===== config.mk =====
export PLATFORM = sky130hd
export DESIGN_NAME = bldc_open_loop_commutator_unit
export DESIGN_NICKNAME = d
export VERILOG_FILES = /design/src/boc_pkg.sv /design/src/bldc_open_loop_commutator_unit.sv /design/src/boc_cfg.sv /design/src/boc_core.sv
export SDC_FILE = /design/constraint.sdc
export NUM_CORES = 1
export LEC_CHECK = 0
export BUFFER_PORTS_ARGS = -buffer_cell sky130_fd_sc_hd__buf_2
export CAP_MARGIN = 5
export CORE_UTILIZATION = 45
export DETAILED_ROUTE_END_ITERATION = 10
export GPL_ROUTABILITY_DRIVEN = 0
export SLEW_MARGIN = 20
export SYNTH_ARGS = -nofsm -noshare
export SYNTH_HDL_FRONTEND = slang
export SYNTH_HIERARCHICAL = 1
export SYNTH_SLANG_ARGS = --single-unit

===== constraint.sdc =====
create_clock -name clk -period 5.4 [get_ports clk]
set_clock_uncertainty 0.2 [all_clocks]
set_input_delay 0.54 -clock clk [delete_from_list [all_inputs] [get_ports clk]]
set_output_delay 0.54 -clock clk [all_outputs]
set_load 0.02 [all_outputs]

===== src/boc_pkg.sv =====
`timescale 1ns / 1ps
`default_nettype none
// shared types, constants and tables for the open-loop six-step commutator
// no dependencies

package boc_pkg;

    localparam int PWM_PERIOD_COUNTS = 1024;
    localparam int NUM_STEPS         = 6;

    localparam int PERIOD_W  = 16;
    localparam int DUTY_W    = 7;
    localparam int STEP_W    = 3;
    localparam int OFFC_W    = 11;
    localparam int GATE_W    = 6;
    localparam int CFG_IDX_W = 3;

    localparam logic [PERIOD_W-1:0] COUNT_MAX = '1;

    // register reset values
    localparam logic [PERIOD_W-1:0] START_PERIOD_RESET  = 16'd120;
    localparam logic [PERIOD_W-1:0] MIN_PERIOD_RESET    = 16'd50;
    localparam logic [PERIOD_W-1:0] PERIOD_STEP_RESET   = 16'd1;
    localparam logic [PERIOD_W-1:0] RAMP_INTERVAL_RESET = 16'd300;
    localparam logic [DUTY_W-1:0]   DUTY_RESET          = 7'd0;

    localparam logic [STEP_W-1:0] LAST_STEP = STEP_W'(NUM_STEPS - 1);

    // gate bit positions
    localparam logic [GATE_W-1:0] G_AH = 6'b000001;
    localparam logic [GATE_W-1:0] G_AL = 6'b000010;
    localparam logic [GATE_W-1:0] G_BH = 6'b000100;
    localparam logic [GATE_W-1:0] G_BL = 6'b001000;
    localparam logic [GATE_W-1:0] G_CH = 6'b010000;
    localparam logic [GATE_W-1:0] G_CL = 6'b100000;
    localparam logic [GATE_W-1:0] GATES_OFF = '0;

    typedef enum logic [CFG_IDX_W-1:0] {
        REG_START_PERIOD  = 3'd0,
        REG_MIN_PERIOD    = 3'd1,
        REG_PERIOD_STEP   = 3'd2,
        REG_RAMP_INTERVAL = 3'd3,
        REG_DUTY          = 3'd4
    } cfg_index_t;

    typedef struct packed {
        logic [PERIOD_W-1:0] start_period;
        logic [PERIOD_W-1:0] min_period;
        logic [PERIOD_W-1:0] period_step;
        logic [PERIOD_W-1:0] ramp_interval;
        logic [DUTY_W-1:0]   duty;
    } cfg_t;

    typedef struct packed {
        logic                load;
        logic [PERIOD_W-1:0] value;
    } period_load_t;

    typedef struct packed {
        logic [GATE_W-1:0]   gates;
        logic [STEP_W-1:0]   next_step;
        logic                commutated;
        logic [PERIOD_W-1:0] period;
        logic [OFFC_W-1:0]   off_compare;
    } result_t;

    typedef logic [OFFC_W-1:0] off_table_t [2**DUTY_W];

    // clockwise six-step table
    function automatic logic [GATE_W-1:0] cw_pattern(input logic [STEP_W-1:0] step);
        logic [GATE_W-1:0] p;
        case (step)
            3'd0:    p = G_AH | G_BL;
            3'd1:    p = G_CH | G_BL;
            3'd2:    p = G_CH | G_AL;
            3'd3:    p = G_BH | G_AL;
            3'd4:    p = G_BH | G_CL;
            3'd5:    p = G_AH | G_CL;
            default: p = G_AH | G_BL;
        endcase
        return p;
    endfunction

    // off-compare per duty code, evaluated at elaboration, duty clamped to 100
    function automatic off_table_t build_off_table();
        off_table_t t;
        int d;
        for (int i = 0; i < 2**DUTY_W; i++)
        begin
            d = (i > 100) ? 100 : i;
            t[i] = OFFC_W'(PWM_PERIOD_COUNTS - (d * PWM_PERIOD_COUNTS) / 100);
        end
        return t;
    endfunction

    localparam off_table_t OFF_TABLE = build_off_table();

endpackage

`default_nettype wire


===== src/bldc_open_loop_commutator_unit.sv =====
`timescale 1ns / 1ps
`default_nettype none
// top level of the open-loop six-step bldc commutator
// depends on boc_pkg, boc_cfg, boc_core

// Each input transaction is one timer tick carrying a run flag; each tick
// produces exactly one output transaction with the six gate enables, the
// step to apply at the next commutation, a commutated flag, the period after
// this tick's ramp update and the pwm off-compare value. The counter and
// ramp update is a single pass of compare and subtract logic from the state
// registers into one result register, so a new tick is taken every cycle
// that in_ready is high, including the cycle in which the held result is
// taken downstream. in_ready drops only while the result register
// is full and out_ready is low. Configuration writes take effect at the
// clock edge they occur on; a write of the start period also reloads the
// running period. Writes to indexes beyond the duty register are ignored.

module bldc_open_loop_commutator_unit
    import boc_pkg::*;
(
    input  wire logic                 clk,
    input  wire logic                 rst_n,
    // configuration
    input  wire logic                 cfg_we,
    input  wire logic [CFG_IDX_W-1:0] cfg_index,
    input  wire logic [PERIOD_W-1:0]  cfg_wdata,
    // tick input
    input  wire logic                 in_valid,
    output logic                      in_ready,
    input  wire logic                 run,
    // result output
    output logic                      out_valid,
    input  wire logic                 out_ready,
    output logic                      gate_a_high,
    output logic                      gate_a_low,
    output logic                      gate_b_high,
    output logic                      gate_b_low,
    output logic                      gate_c_high,
    output logic                      gate_c_low,
    output logic [STEP_W-1:0]         next_step,
    output logic                      commutated,
    output logic [PERIOD_W-1:0]       current_period,
    output logic [OFFC_W-1:0]         pwm_off_compare
);

    cfg_t         cfg;
    period_load_t period_load;
    result_t      result;
    logic         in_accept;

    // result register and its valid flag
    result_t result_reg;
    logic    out_valid_reg, out_valid_next;

    boc_cfg u_cfg (
        .clk         (clk),
        .rst_n       (rst_n),
        .cfg_we      (cfg_we),
        .cfg_index   (cfg_index),
        .cfg_wdata   (cfg_wdata),
        .cfg         (cfg),
        .period_load (period_load)
    );

    // state advances only on an accepted tick
    boc_core u_core (
        .clk         (clk),
        .rst_n       (rst_n),
        .step_en     (in_accept),
        .run         (run),
        .cfg         (cfg),
        .period_load (period_load),
        .result      (result)
    );

    // take a new tick whenever the result slot is empty or being drained
    assign in_ready  = !out_valid_reg || out_ready;
    assign in_accept = in_valid && in_ready;

    always_comb
    begin
        out_valid_next = out_valid_reg;
        if (in_accept)
        begin
            out_valid_next = 1'b1;
        end
        else if (out_ready)
        begin
            out_valid_next = 1'b0;
        end
    end

    always_ff @(posedge clk or negedge rst_n)
    begin
        if (!rst_n)
        begin
            out_valid_reg <= 1'b0;
        end
        else
        begin
            out_valid_reg <= out_valid_next;
        end
    end

    // payload needs no reset
    always_ff @(posedge clk)
    begin
        if (in_accept)
        begin
            result_reg <= result;
        end
    end

    assign out_valid       = out_valid_reg;
    assign gate_a_high     = |(result_reg.gates & G_AH);
    assign gate_a_low      = |(result_reg.gates & G_AL);
    assign gate_b_high     = |(result_reg.gates & G_BH);
    assign gate_b_low      = |(result_reg.gates & G_BL);
    assign gate_c_high     = |(result_reg.gates & G_CH);
    assign gate_c_low      = |(result_reg.gates & G_CL);
    assign next_step       = result_reg.next_step;
    assign commutated      = result_reg.commutated;
    assign current_period  = result_reg.period;
    assign pwm_off_compare = result_reg.off_compare;

    // a commutation always drives exactly one high side and one low side
    a_comm_two_gates: assert property (@(posedge clk) disable iff (!rst_n)
        out_valid && commutated |-> $countones(result_reg.gates) == 2)
        else $error("commutation without a two-gate pattern");

    // never both switches of one phase at once
    a_no_shoot_through: assert property (@(posedge clk) disable iff (!rst_n)
        out_valid |-> !(gate_a_high && gate_a_low) && !(gate_b_high && gate_b_low)
                      && !(gate_c_high && gate_c_low))
        else $error("shoot-through pattern on a phase");

    // step index stays within the six-step table
    a_step_range: assert property (@(posedge clk) disable iff (!rst_n)
        out_valid |-> next_step <= LAST_STEP)
        else $error("step index out of range");

    // an accepted tick always leaves a result behind
    a_accept_fills: assert property (@(posedge clk) disable iff (!rst_n)
        in_valid && in_ready |=> out_valid)
        else $error("accepted tick produced no result");

endmodule

`default_nettype wire


===== src/boc_cfg.sv =====
`timescale 1ns / 1ps
`default_nettype none
// configuration register file for the commutator
// depends on boc_pkg

module boc_cfg
    import boc_pkg::*;
(
    input  wire logic                 clk,
    input  wire logic                 rst_n,
    input  wire logic                 cfg_we,
    input  wire logic [CFG_IDX_W-1:0] cfg_index,
    input  wire logic [PERIOD_W-1:0]  cfg_wdata,
    output cfg_t                      cfg,
    output period_load_t              period_load
);

    cfg_t cfg_reg;
    cfg_t cfg_next;

    always_comb
    begin
        cfg_next         = cfg_reg;
        period_load.load  = 1'b0;
        period_load.value = cfg_wdata;
        if (cfg_we)
        begin
            unique case (cfg_index)
                REG_START_PERIOD:
                begin
                    cfg_next.start_period = cfg_wdata;
                    period_load.load      = 1'b1;
                end
                REG_MIN_PERIOD:    cfg_next.min_period    = cfg_wdata;
                REG_PERIOD_STEP:   cfg_next.period_step   = cfg_wdata;
                REG_RAMP_INTERVAL: cfg_next.ramp_interval = cfg_wdata;
                REG_DUTY:          cfg_next.duty          = cfg_wdata[DUTY_W-1:0];
                default:           cfg_next = cfg_reg;
            endcase
        end
    end

    always_ff @(posedge clk or negedge rst_n)
    begin
        if (!rst_n)
        begin
            cfg_reg.start_period  <= START_PERIOD_RESET;
            cfg_reg.min_period    <= MIN_PERIOD_RESET;
            cfg_reg.period_step   <= PERIOD_STEP_RESET;
            cfg_reg.ramp_interval <= RAMP_INTERVAL_RESET;
            cfg_reg.duty          <= DUTY_RESET;
        end
        else
        begin
            cfg_reg <= cfg_next;
        end
    end

    assign cfg = cfg_reg;

endmodule

`default_nettype wire


===== src/boc_core.sv =====
`timescale 1ns / 1ps
`default_nettype none
// commutation state: tick and ramp counters, step index, period, gate pattern
// depends on boc_pkg

module boc_core
    import boc_pkg::*;
(
    input  wire logic   clk,
    input  wire logic   rst_n,
    input  wire logic   step_en,
    input  wire logic   run,
    input  wire cfg_t   cfg,
    input  wire period_load_t period_load,
    output result_t     result
);

    logic [PERIOD_W-1:0] tick_count_reg,   tick_count_next;
    logic [PERIOD_W-1:0] ramp_count_reg,   ramp_count_next;
    logic [STEP_W-1:0]   step_index_reg,   step_index_next;
    logic [PERIOD_W-1:0] period_ticks_reg, period_ticks_next;
    logic [GATE_W-1:0]   gate_pattern_reg, gate_pattern_next;

    logic [PERIOD_W-1:0] tick_inc;
    logic [PERIOD_W-1:0] ramp_inc;
    logic                comm;

    assign tick_inc = (tick_count_reg == COUNT_MAX) ? COUNT_MAX : tick_count_reg + 1'b1;
    assign ramp_inc = (ramp_count_reg == COUNT_MAX) ? COUNT_MAX : ramp_count_reg + 1'b1;

    always_comb
    begin
        tick_count_next   = tick_inc;
        ramp_count_next   = ramp_inc;
        step_index_next   = step_index_reg;
        period_ticks_next = period_ticks_reg;
        gate_pattern_next = gate_pattern_reg;
        comm              = 1'b0;
        if (!run)
        begin
            gate_pattern_next = GATES_OFF;
        end
        else
        begin
            // compare against the period before this tick's ramp update
            if (tick_inc >= period_ticks_reg)
            begin
                comm              = 1'b1;
                gate_pattern_next = cw_pattern(step_index_reg);
                step_index_next   = (step_index_reg >= LAST_STEP) ? '0
                                    : step_index_reg + 1'b1;
                tick_count_next   = '0;
            end
            if (ramp_inc >= cfg.ramp_interval)
            begin
                if (period_ticks_reg > cfg.min_period)
                begin
                    period_ticks_next = (period_ticks_reg > cfg.period_step)
                                        ? period_ticks_reg - cfg.period_step : '0;
                end
                ramp_count_next = '0;
            end
        end
    end

    always_ff @(posedge clk or negedge rst_n)
    begin
        if (!rst_n)
        begin
            tick_count_reg   <= '0;
            ramp_count_reg   <= '0;
            step_index_reg   <= '0;
            period_ticks_reg <= START_PERIOD_RESET;
            gate_pattern_reg <= GATES_OFF;
        end
        else if (period_load.load)
        begin
            period_ticks_reg <= period_load.value;
        end
        else if (step_en)
        begin
            tick_count_reg   <= tick_count_next;
            ramp_count_reg   <= ramp_count_next;
            step_index_reg   <= step_index_next;
            period_ticks_reg <= period_ticks_next;
            gate_pattern_reg <= gate_pattern_next;
        end
    end

    always_comb
    begin
        result.gates       = gate_pattern_next;
        result.next_step   = step_index_next;
        result.commutated  = comm;
        result.period      = period_ticks_next;
        result.off_compare = OFF_TABLE[cfg.duty];
    end

endmodule

`default_nettype wire


Word-level counts from Yosys, hierarchy flattened

Memories as Yosys holds them, arrays and structs flattened. A register that Yosys moved wholly into a read port is not among the register bits.
Index checks and enable logic that the tools add are counted.

Register bits: 139
Memories: 1
Output and inout bits: 39
Bits of input ports: 25
Logic and storage cells: 71
ROM bits: 1408

Memories:

| name             | depth | bits a word | read ports | clocked after Yosys merged registers in | write ports | line           | source |
|---|---|---|---|---|---|---|---|
| (name not given) | 128   | 11          | 1          | 1                                       | 0           | boc_core.sv:96 | `result.off_compare = OFF_TABLE[cfg.duty];` |

Magnitude comparators: 5
Equal/unequal tests: 11
Mux-type cells: 23
Reduce and logical (&&, ||, !) cells: 11
Add/subtract/negate cells: 4
Bitwise logic cells: 2

Operators by type and width:

| operator              | number |
|---|---|
| $mux 16               | 12 |
| $add 16x1->16 const B | 2 |
| $eq 16x16->1 const B  | 2 |
| $ge 16x16->1          | 2 |
| $gt 16x16->1          | 2 |
| $pmux 6 s5            | 1 |
| $sub 16x16->16        | 1 |
| $eq 3x2->1 const B    | 4 |
| $mux 6                | 2 |
| $reduce_and 2->1      | 5 |
| $eq 3x3->1 const B    | 3 |
| $mux 3                | 3 |
| $not 7->8             | 1 |
| $eq 3x1->1 const B    | 2 |
| $mux 1                | 5 |
| $reduce_bool 2->1     | 2 |
| $add 3x1->3 const B   | 1 |
| $ge 3x3->1 const B    | 1 |
| $logic_not 3->1       | 1 |
| $logic_and 1x1->1     | 1 |
| $logic_not 1->1       | 1 |
| $logic_or 1x1->1      | 1 |
| $not 1->1             | 1 |

Depth between registers and ports, before layout

Gate-level depths: netlist of run 1.

Word-level depth: 7
Mapped depth: 16
Gate-level depth less buffers: 14

Cells and area by module

Netlist of run 1, hierarchy kept.

By module, submodules not included:

| module                         | cells an instance | area each (µm²) | instances | seq. area each (µm²) |
|---|---|---|---|---|
| boc_core                       | 926               | 6880.3          | 1         | 1431.4 |
| boc_cfg                        | 170               | 2835.2          | 1         | 1791.7 |
| bldc_open_loop_commutator_unit | 41                | 1164.9          | 1         | 1136.1 |

Least setup slack after synthesis of run 1

OpenSTA, ideal clock, no wires.

Path kind: register -> register
From: reg u_core.ramp_count_reg[6]
To: reg u_core.period_ticks_reg[10]
Path slack: 1651 ps
Stages on the path, launching flop included: 17
Arrival: 3423 ps
Path buffers: 2
Cell sequence: dfrtp_1 -> clkbuf_1 -> nand4_1 -> nor3_1 -> and2_1 -> and3_1 -> xnor2_1 -> nand2_1 -> ha_1 -> nand2_1 -> nor4_2 -> o311ai_1 -> a31oi_4 -> nand2_4 -> o21a_1 -> buf_2 -> a221o_1

Cells in the longest elaborated chain, start to end: 7
Elaborated cells between the ends (all ways): 8
Those cells by class: add/sub (1); order compare (1); eq/ne (1); mux (5)

Ends and longest elaborated chain:

| element                                       | line           | source |
|---|---|---|
| start, declared                               | boc_core.sv:19 | `logic [PERIOD_W-1:0] ramp_count_reg, ramp_count_next;` |
| start signal, assigned                        | boc_core.sv:83 | `ramp_count_reg <= ramp_count_next;` |
| $add 16x1->16 or $eq 16x16->1 (tied branches) | boc_core.sv:29 | `assign ramp_inc = (ramp_count_reg == COUNT_MAX) ? COUNT_MAX : ramp_count_reg + 1'b1;` |
| $mux 16 (*)                                   | boc_core.sv:29 |  |
| $ge 16x16->1 (*)                              | boc_core.sv:54 | `if (ramp_inc >= cfg.ramp_interval)` |
| $mux 16 (*)                                   | boc_core.sv:54 |  |
| $mux 16 (*)                                   | boc_core.sv:39 | `if (!run)` |
| $mux 16 (*)                                   | boc_core.sv:80 | `else if (step_en)` |
| $mux 16 (*)                                   | boc_core.sv:76 | `else if (period_load.load)` |
| end signal, assigned                          | boc_core.sv:78 | `period_ticks_reg <= period_load.value;` |
| end signal, assigned                          | boc_core.sv:85 | `period_ticks_reg <= period_ticks_next;` |
| end, declared                                 | boc_core.sv:21 | `logic [PERIOD_W-1:0] period_ticks_reg, period_ticks_next;` |

Mark *: on every way between the ends. The rest lies on a longest branch, timed or not. The select of a mux whose other input is x is not followed.
A chain may end at the register's enable or synchronous reset.

Worst setup path after layout of run 1

From: reg u_core.ramp_count_reg[6]
To: reg u_core.period_ticks_reg[7]

The elaborated chain is that of the path after synthesis.

==> results of run 1 <==
-- layout by cell type, fill, tap and decap left out, drive strengths merged, types with 5 or more instances in the layout --
| cell | count |
|---|---|
| nand3 | 37 |
| or2 | 6 |
| xnor2 | 17 |
| edfxtp | 37 |
| buf | 77 |
| o311ai | 5 |
| a21o | 12 |
| o31ai | 10 |
| and3 | 18 |
| a221o | 15 |
| nand2b | 16 |
| or3 | 5 |
| inv | 88 |
| dfrtp | 101 |
| xor2 | 18 |
| nor2b | 8 |
| a31o | 5 |
| a22o | 14 |
| o21ai | 77 |
| nor2 | 53 |
| clkbuf | 20 |
| mux2 | 63 |
| clkinv | 6 |
| o211ai | 10 |
| ha | 85 |
| and2 | 20 |
| o21a | 5 |
| a21oi | 63 |
| a211oi | 15 |
| a31oi | 16 |
| nand4 | 9 |
| nand2 | 129 |
| nor3 | 15 |
| dfstp | 12 |
-- per-stage QoR --
step / std cells / cell area [um2]
after global placement: 1391 / 10720
final: 1424 / 11320
after global routing: 1424 / 11320
after floorplan: 1105 / 10290
after CTS: 1423 / 11300
after detailed placement: 1391 / 10720
-- critical path: stages, from the launching register on --
cell      delay, ns
dfrtp_1        0.45
nand4_1        0.17
nor3_1         0.45
and2_1         0.24
and3_1         0.23
xnor2_1        0.13
nand2_1        0.07
ha_1           0.29
nand2_1        0.10
nor4_2         0.33
o311ai_1       0.22
a31oi_4        0.53
nand2_4        0.31
o21a_1         0.43
a221o_1        0.36
-- per-layer routing --
metal	global-route usage (%)	wire [um]
met1	29.47	11740
met2	36.27	11910
met3	3.147	913
met4	6.782	343
met5	0	0
-- worst paths after layout --
check	to	depth (start not counted)	slack [ns]
min in group clk	out_valid	2	0.12
max reg2reg	u_core/period_ticks_reg[7]	14	0.77
max	u_core/period_ticks_reg[7]	14	0.77
min	u_core/gate_pattern_reg[4]	1	0.005
min reg2reg	u_cfg/cfg[48]	1	0.31
max in group asynchronous	u_cfg/cfg[36]	2	3.79
-- power by group through the flow --
stage                     Sequential, mW  Combinational [mW]  Clock, mW
final                               1.73                1.99       1.19
after global routing                1.77                2.22       1.27
after CTS                           1.73                1.98       1.22
after detailed placement            1.75                1.96          0
after global placement              1.74                1.95          0
after floorplan                     1.68                1.51          0
-- layout make-up --
type                            count  area [um2]
Clock buffer                       20       467.9
Inverter                           84       315.3
Clock inverter                     12       116.4
Fill cell                        2034       10780
Sequential cell                   150        3954
Timing Repair Buffer               77       426.7
Tap cell                          280       350.3
Multi-Input combinational cell    801        5685
==> results.ini, run 1 <==
[outcome]
status = completed

[cts]
cts_tree = yes
clk_latency_ns = 0.43
cts_num_sinks = 150
cts_setup_buffers = 0
cts_hold_buf = 0
cts-root-buf = clkbuf_16
ctsResizeCount = 0
cts_buffer_depth = 2
htree_levels = 4
clkTransAtPathRegs_ns = 0.07
cts_buffers = 17

[power]
worst_ir_drop_vdd_uv = 203.6
cellPowerDensity_mw_per_mm2 = 433.8
power_frac_clock_pct = 24.3
totalPowerFinal_mw = 4.909
cell_internal_pwr_mw = 2.972
pwr-share-comb_pct = 40.5
p_sw_share_pct = 39.45
power.leakage_nw = 5.103
p_seq_share_pct = 35.2
net-switching-power_mw = 1.937

[floorplan]
die_area_mm2 = 0.02349
core-area_mm2 = 0.02209
rows = 54
die_h_um = 153.3
fp.dieW_um = 153.3
io_pins = 64
start_util_pct = 46.60

[synthesis]
syn-mean-instance-area_um2 = 9.317
yosysWarnings = 6
postSynthCellCount = 1105
synthesis.nets = 1216
syn-cell-area_mm2 = 0.01029

[timing]
rsz0062_at_grt = false
slew_viol_final = 0
setup_tns_ns = 0
hold_ws_ns = 0.005376
max_freq_ghz = 0.2159
fin_crit_ns = 4.632
slew_headroom_pct = 30.55
fin_ws_ns = 0.7682
setup_viol = 0
layout_worst_path_cycle_share_pct = 85.77
worst_pin_slew_ns = 1.042
hold_violations = 0

[layout]
largest_register_ffs = 55
syn_to_final_growth_pct = 9.918
nets = 1242
drive_gt1_share_pct = 18.71
diodes = 0
final_util_pct = 51.22

[setup_path]
arrival_ns = 4.74
r2r_start = u_core/ramp_count_reg[6]
path_class = flop to flop
cp_max_fo = 27
required_ns = 5.51
cp-startpoint = u_core/ramp_count_reg[6]
critPathLaunchType = flop
endpoint_kind = flop

[global_route]
antenna_found_initial = 0
grt_usage_pct = 21.88
grt_max_degree = 65
grt_pass1_wl_um = 40880
grt_overflow_total = 0
grt_pass1_vias = 7799

[route]
drt_pass1_iterations = 5
antenna_left = 0
vias = 8145
drt_iter0_drc = 513
drc_errors = 0
avgViaCountPerCell = 5.720
wl_per_cell_um = 17.49
wirelength_um = 24910

[job]
cap_viol_max_count = 0

[placement]
numPortBuffers = 63
dp_slack_ns = 0.8152
dp_hpwl_um = 17750

[hold_path]
hp-class = input port to async pin

No activity file was read; power rests on OpenSTA's default activity.
==> run 2: changes to the inputs <==
- GPL_TIMING_DRIVEN: default -> 0
==> results.ini, run 2 (synthesis results as in run 1) <==
[job]
cap_viol_max_count = 0  ; unchanged

[outcome]
status = completed  ; unchanged

[cts]
cts_tree = yes  ; unchanged
cts_buffers = 17  ; unchanged
cts_buffer_depth = 2  ; unchanged
clkTransAtPathRegs_ns = 0.07  ; about the same
cts-root-buf = clkbuf_16  ; unchanged
clk_latency_ns = 0.42  ; was 0.43 ns
htree_levels = 4  ; unchanged
cts_num_sinks = 150  ; unchanged
ctsResizeCount = 0  ; unchanged

[setup_path]
required_ns = 5.48  ; was 5.51 ns
path_class = flop to flop  ; unchanged
endpoint_kind = flop  ; unchanged
cp_max_fo = 10  ; was 27
critPathLaunchType = flop  ; unchanged
arrival_ns = 4.90  ; was 4.74 ns

[layout]
final_util_pct = 52.35  ; was 51.22%
nFillCells = 2033  ; was 2,034
layout_common_cells = nand2_1 (128), dfrtp_1 (101), ha_1 (85)  ; unchanged
diodes = 0  ; unchanged
drive_gt1_share_pct = 18.90  ; was 18.71%
nets = 1299  ; was 1,242
final_common_cell = nand2_1  ; unchanged
syn_to_final_growth_pct = 12.35  ; was 9.918%
largest_register_ffs = 55  ; unchanged

[global_route]
grt_usage_pct = 23.42  ; was 21.88%
grt_pass1_vias = 8019  ; was 7,799
antenna_found_initial = 0  ; unchanged
grt_max_degree = 60  ; was 65
grt_pass1_wl_um = 43240  ; was 40,880 um
grt_overflow_total = 0  ; unchanged

[hold_path]
hp-class = input port to flop  ; was input port to async pin

[route]
wl_per_cell_um = 17.76  ; was 17.49 um
drt_iter0_drc = 572  ; was 513
avgViaCountPerCell = 5.702  ; was 5.720
drc_errors = 0  ; unchanged
drt_pass1_iterations = 5  ; unchanged
vias = 8444  ; was 8,145
wirelength_um = 26310  ; was 24,910 um
antenna_left = 0  ; unchanged

[power]
pwr-share-comb_pct = 42.2  ; was 40.5%
net-switching-power_mw = 1.970  ; was 1.937 mW
p_sw_share_pct = 40.00  ; was 39.45%
worst_ir_drop_vdd_uv = 205.8  ; was 203.6 uV
power.leakage_nw = 5.217  ; was 5.103 nW
p_seq_share_pct = 34.0  ; was 35.2%
power_frac_clock_pct = 23.8  ; was 24.3%
cell_internal_pwr_mw = 2.955  ; was 2.972 mW
cellPowerDensity_mw_per_mm2 = 425.8  ; was 433.8 mW/mm2

[timing]
slew_viol_final = 0  ; unchanged
setup_tns_ns = 0  ; unchanged
layout_worst_path_cycle_share_pct = 89.35  ; was 85.77%
slew_headroom_pct = 40.81  ; was 30.55%
fin_crit_ns = 4.825  ; was 4.632 ns
worst_pin_slew_ns = 0.8846  ; was 1.042 ns
max_freq_ghz = 0.2073  ; was 0.2159 GHz
setup_viol = 0  ; unchanged
hold_violations = 0  ; unchanged
rsz0062_at_grt = false  ; unchanged

[floorplan]
start_util_pct = 46.60  ; unchanged
die_h_um = 153.3  ; unchanged
die_area_mm2 = 0.02349  ; unchanged
io_pins = 64  ; unchanged
fp.dieW_um = 153.3  ; unchanged
rows = 54  ; unchanged
core-area_mm2 = 0.02209  ; unchanged

[placement]
numPortBuffers = 62  ; was 63
dp_hpwl_um = 19480  ; was 17,750 um

-- run 2: cell types whose count changed in the layout (fill, tap and decap cells not counted), sizes merged --
cell / delta
clkbuf: +36
buf: +17
inv: +5
clkinv: -3
clkinvlp: +1
dlygate4sd3: +1
-- run 2: final timing paths --
kind	startpoint	endpoint	slack, ns	cells past startpoint
worst max-delay path	u_core/ramp_count_reg[0]	current_period[10]	0.58	15
min in group asynchronous	rst_n	u_core/gate_pattern_reg[0]	0.44	2
worst max register to register	u_core/ramp_count_reg[0]	current_period[10]	0.58	15
worst min-delay path	in_valid	out_valid	0.12	2
worst min register to register	u_cfg/cfg[14]	u_cfg/cfg[14]	0.31	1
max in group asynchronous	rst_n	u_cfg/cfg[12]	3.82	3
-- run 2: layout make-up --
cell class	count	area (um2)	share of cell area, %
inverters	84	315.3	2.726
flip-flops and latches	150	3954	34.18
clock buffers	17	425.4	3.678
clock inverters	15	141.4	1.222
multi-input cells	801	5668	49.00
repair buffers	64	354.1	3.061
plain buffers	70	357.8	3.094
well taps	280	350.3	3.029
-- run 2: critical path, stage by stage (launching register included) --
cell	delay, ns
dfrtp_1	0.40
ha_1	0.27
nand2_1	0.12
nor3_2	0.55
nand3_1	0.48
buf_2	0.33
nand2_1	0.08
ha_1	0.14
nand2_1	0.09
nor4_2	0.39
o311ai_1	0.25
a31oi_4	0.41
nand2_4	0.15
nor2_1	0.27
buf_2	0.32
a22o_1	0.22
-- run 2: routing by layer --
metal  up-vias  track usage, %  part of all wire (%)
met3        36           3.261                   4.4
met2       250           38.03                    46
li1       4133               -                     -
met5         -               0                     0
met1      4025           32.57                    47
met4         0           6.397                   1.9
-- run 2: metrics by stage --
| step | setup slack (ns) | std cells | area [um2] | hold slack [ns] | power [mW] |
|---|---|---|---|---|---|
| after floorplan | 1.651 | 1105 | 10290 | 0.04441 | 3.186 |
| after global routing | 0.3124 | 1481 | 11570 | 0.1202 | 5.296 |
| after CTS | 0.6900 | 1481 | 11570 | 0.1008 | 4.933 |
| after global placement | 0.6990 | 1447 | 10960 | 0.2881 | 3.721 |
| after detailed placement | 0.7453 | 1448 | 10990 | 0.2943 | 3.742 |
| final | 0.5753 | 1481 | 11570 | 0.1196 | 4.925 |
-- run 2: power by group through the flow --
stage | clock [mW] | combinational, mW | sequential, mW
after floorplan | 0 | 1.51 | 1.68
after global placement | 0 | 2.03 | 1.69
after detailed placement | 0 | 2.05 | 1.69
after CTS | 1.20 | 2.06 | 1.67
after global routing | 1.25 | 2.34 | 1.71
final | 1.17 | 2.08 | 1.67
-- run 2: timing repair --
action,4_1_cts,5_1_grt
endpoints found under the hold margin,47,0
setup buffers,0,0
hold buffers,1,0
setup endpoints to repair,0,0
==> run 3: changes to the inputs <==
- CELL_PAD_IN_SITES_DETAIL_PLACEMENT: default -> 1
- CELL_PAD_IN_SITES_GLOBAL_PLACEMENT: default -> 2
- CORE_UTILIZATION: 45 -> 40
- PLACE_DENSITY_LB_ADDON: default -> 0.1
==> results.ini, run 3 (synthesis results as in run 1) <==
[layout]
syn_to_final_growth_pct = 13.88  ; was 12.35%
diodes = 0  ; unchanged
layout_common_cells = nand2_1 (128), dfrtp_1 (101), ha_1 (85)  ; unchanged
final_common_cell = nand2_1  ; unchanged
largest_register_ffs = 55  ; unchanged
drive_gt1_share_pct = 19.07  ; was 18.90%
nets = 1299  ; unchanged
stdcell_area_mm2 = 0.01172  ; was 0.01157 mm2

[setup_path]
worstReg2RegEnd = u_core/period_ticks_reg[10]  ; was current_period[10]
cp_max_fo = 10  ; unchanged
r2r_start = u_core/ramp_count_reg[0]  ; unchanged
required_ns = 5.56  ; was 5.48 ns
ff2ff_path_depth = 15  ; unchanged
cp-startpoint = u_core/ramp_count_reg[0]  ; unchanged
critPathLaunchType = flop  ; unchanged
endpoint_kind = flop  ; unchanged
path_class = flop to flop  ; unchanged
arrival_ns = 5.05  ; was 4.90 ns
r2r_slack_ns = 0.51  ; was 0.58 ns

[cts]
cts_buffer_depth = 2  ; unchanged
cts_tree = yes  ; unchanged
cts-root-buf = clkbuf_16  ; unchanged
cts_buffers = 17  ; unchanged
htree_levels = 4  ; unchanged
cts_setup_buffers = 0  ; unchanged
ctsResizeCount = 0  ; unchanged
clk_latency_ns = 0.43  ; was 0.42 ns
clkTransAtPathRegs_ns = 0.07  ; about the same
cts_num_sinks = 150  ; unchanged

[floorplan]
core-area_mm2 = 0.02518  ; was 0.02209 mm2
fp.dieW_um = 162.4  ; was 153.3 um
start_util_pct = 40.88  ; was 46.60%
die_area_mm2 = 0.02638  ; was 0.02349 mm2
io_pins = 64  ; unchanged
rows = 58  ; was 54
die_h_um = 162.4  ; was 153.3 um

[hold_path]
hp-class = input port to flop  ; unchanged
min_path_cells = 2  ; unchanged
holdPathEnd = out_valid  ; unchanged
hold_start = in_valid  ; unchanged

[timing]
setup_tns_ns = 0  ; unchanged
rsz0062_at_grt = false  ; unchanged
slew_headroom_pct = 39.42  ; was 40.81%
slew_viol_final = 0  ; unchanged
hold_violations = 0  ; unchanged
max_freq_ghz = 0.2045  ; was 0.2073 GHz
setup_viol = 0  ; unchanged
fin_crit_ns = 4.890  ; was 4.825 ns
worst_pin_slew_ns = 0.9053  ; was 0.8846 ns
layout_worst_path_cycle_share_pct = 90.55  ; was 89.35%

[global_route]
grt_overflow_total = 0  ; unchanged
antenna_found_initial = 0  ; unchanged
top_usage_layer = met2  ; unchanged
grt_pass1_wl_um = 49670  ; was 43,240 um
grt_usage_pct = 24.57  ; was 23.42%
grtUsageMet1_pct = 32.97  ; was 32.57%
grt_pass1_vias = 8728  ; was 8,019
met2_usage_pct = 41.84  ; was 38.03%
use_met3_pct = 3.438  ; was 3.261%
grt_max_degree = 68  ; was 60

[route]
antenna_left = 0  ; unchanged
avgViaCountPerCell = 5.594  ; was 5.702
drt_iter0_drc = 440  ; was 572
wirelength_um = 31140  ; was 26,310 um
drc_errors = 0  ; unchanged
drt_pass1_iterations = 5  ; unchanged
wl_per_cell_um = 20.34  ; was 17.76 um
vias = 8565  ; was 8,444

[placement]
dp_hpwl_um = 22630  ; was 19,480 um
numPortBuffers = 62  ; unchanged
placedInstanceArea_mm2 = 0.01105  ; was 0.01099 mm2

[power]
worst_ir_drop_vdd_uv = 190.7  ; was 205.8 uV
cellPowerDensity_mw_per_mm2 = 441.1  ; was 425.8 mW/mm2
power.leakage_nw = 5.259  ; was 5.217 nW

[outcome]
status = completed  ; unchanged

[job]
cap_viol_max_count = 0  ; unchanged

-- run 3: per-layer routing --
metal / wire (um) / up-vias / part of all wire, %
met1: 14680 / 4281 / 47
li1: - / 4120 / -
met2: 15290 / 132 / 49
met5: 0 / - / 0
met4: 326 / 0 / 1.0
met3: 839 / 32 / 2.7
-- run 3: worst max-delay path, stage by stage, from the launching register on --
cell	delay [ns]
dfrtp_1	0.39
ha_1	0.28
nand2_1	0.12
nor3_2	0.55
nand3_1	0.48
buf_2	0.34
nand2_1	0.08
ha_1	0.14
nand2_1	0.11
nor4_2	0.34
o311ai_1	0.21
a31oi_4	0.42
nand2_4	0.15
nor3_2	0.38
buf_2	0.38
a221o_1	0.22
-- run 3: area by class of cell --
class                   instances  area (um2)
fillers                      2938       13460
multi-input cells             801        5668
flip-flops and latches        150        3954
clock buffers                  18       439.2
well taps                     330       412.9
plain buffers                  70       357.8
repair buffers                 64       354.1
inverters                      84       315.3
clock inverters                14       222.7
-- run 3: worst max path at each step --
stage                                  endpoint  cells past startpoint
finish              u_core/period_ticks_reg[10]                     15
global route        u_core/period_ticks_reg[10]                     15
CTS                 u_core/period_ticks_reg[10]                     15
detailed placement  u_core/period_ticks_reg[10]                     15
global placement     u_core/period_ticks_reg[9]                     15
floorplan           u_core/period_ticks_reg[10]                     16
-- run 3: stage by stage --
step                      total power, mW  util [%]  worst slack [ns]  instances  hold slack (ns)
after floorplan                     3.186         -             1.651       1105          0.04441
after global placement              3.761     43.75            0.5834       1497           0.2876
after global routing                5.537     46.56            0.1177       1531           0.1041
final                               5.171     46.56            0.5104       1531           0.1132
after detailed placement            3.812     43.89            0.5963       1498           0.2950
after CTS                           5.202     46.56            0.5537       1531          0.09496
-- run 3: timing repair --
action	4_1_cts	5_1_grt
endpoints found under the setup margin	0	0
hold buffers	1	0
hold endpoints to repair	60	0
-- run 3: power breakdown --
| group | total (mW) | switching [mW] | internal [mW] |
|---|---|---|---|
| combinational | 2.13 | 1.27 | 0.864 |
| clock | 1.36 | 0.517 | 0.838 |
| sequential | 1.68 | 0.230 | 1.45 |
| total | 5.17 | 2.02 | 3.15 |
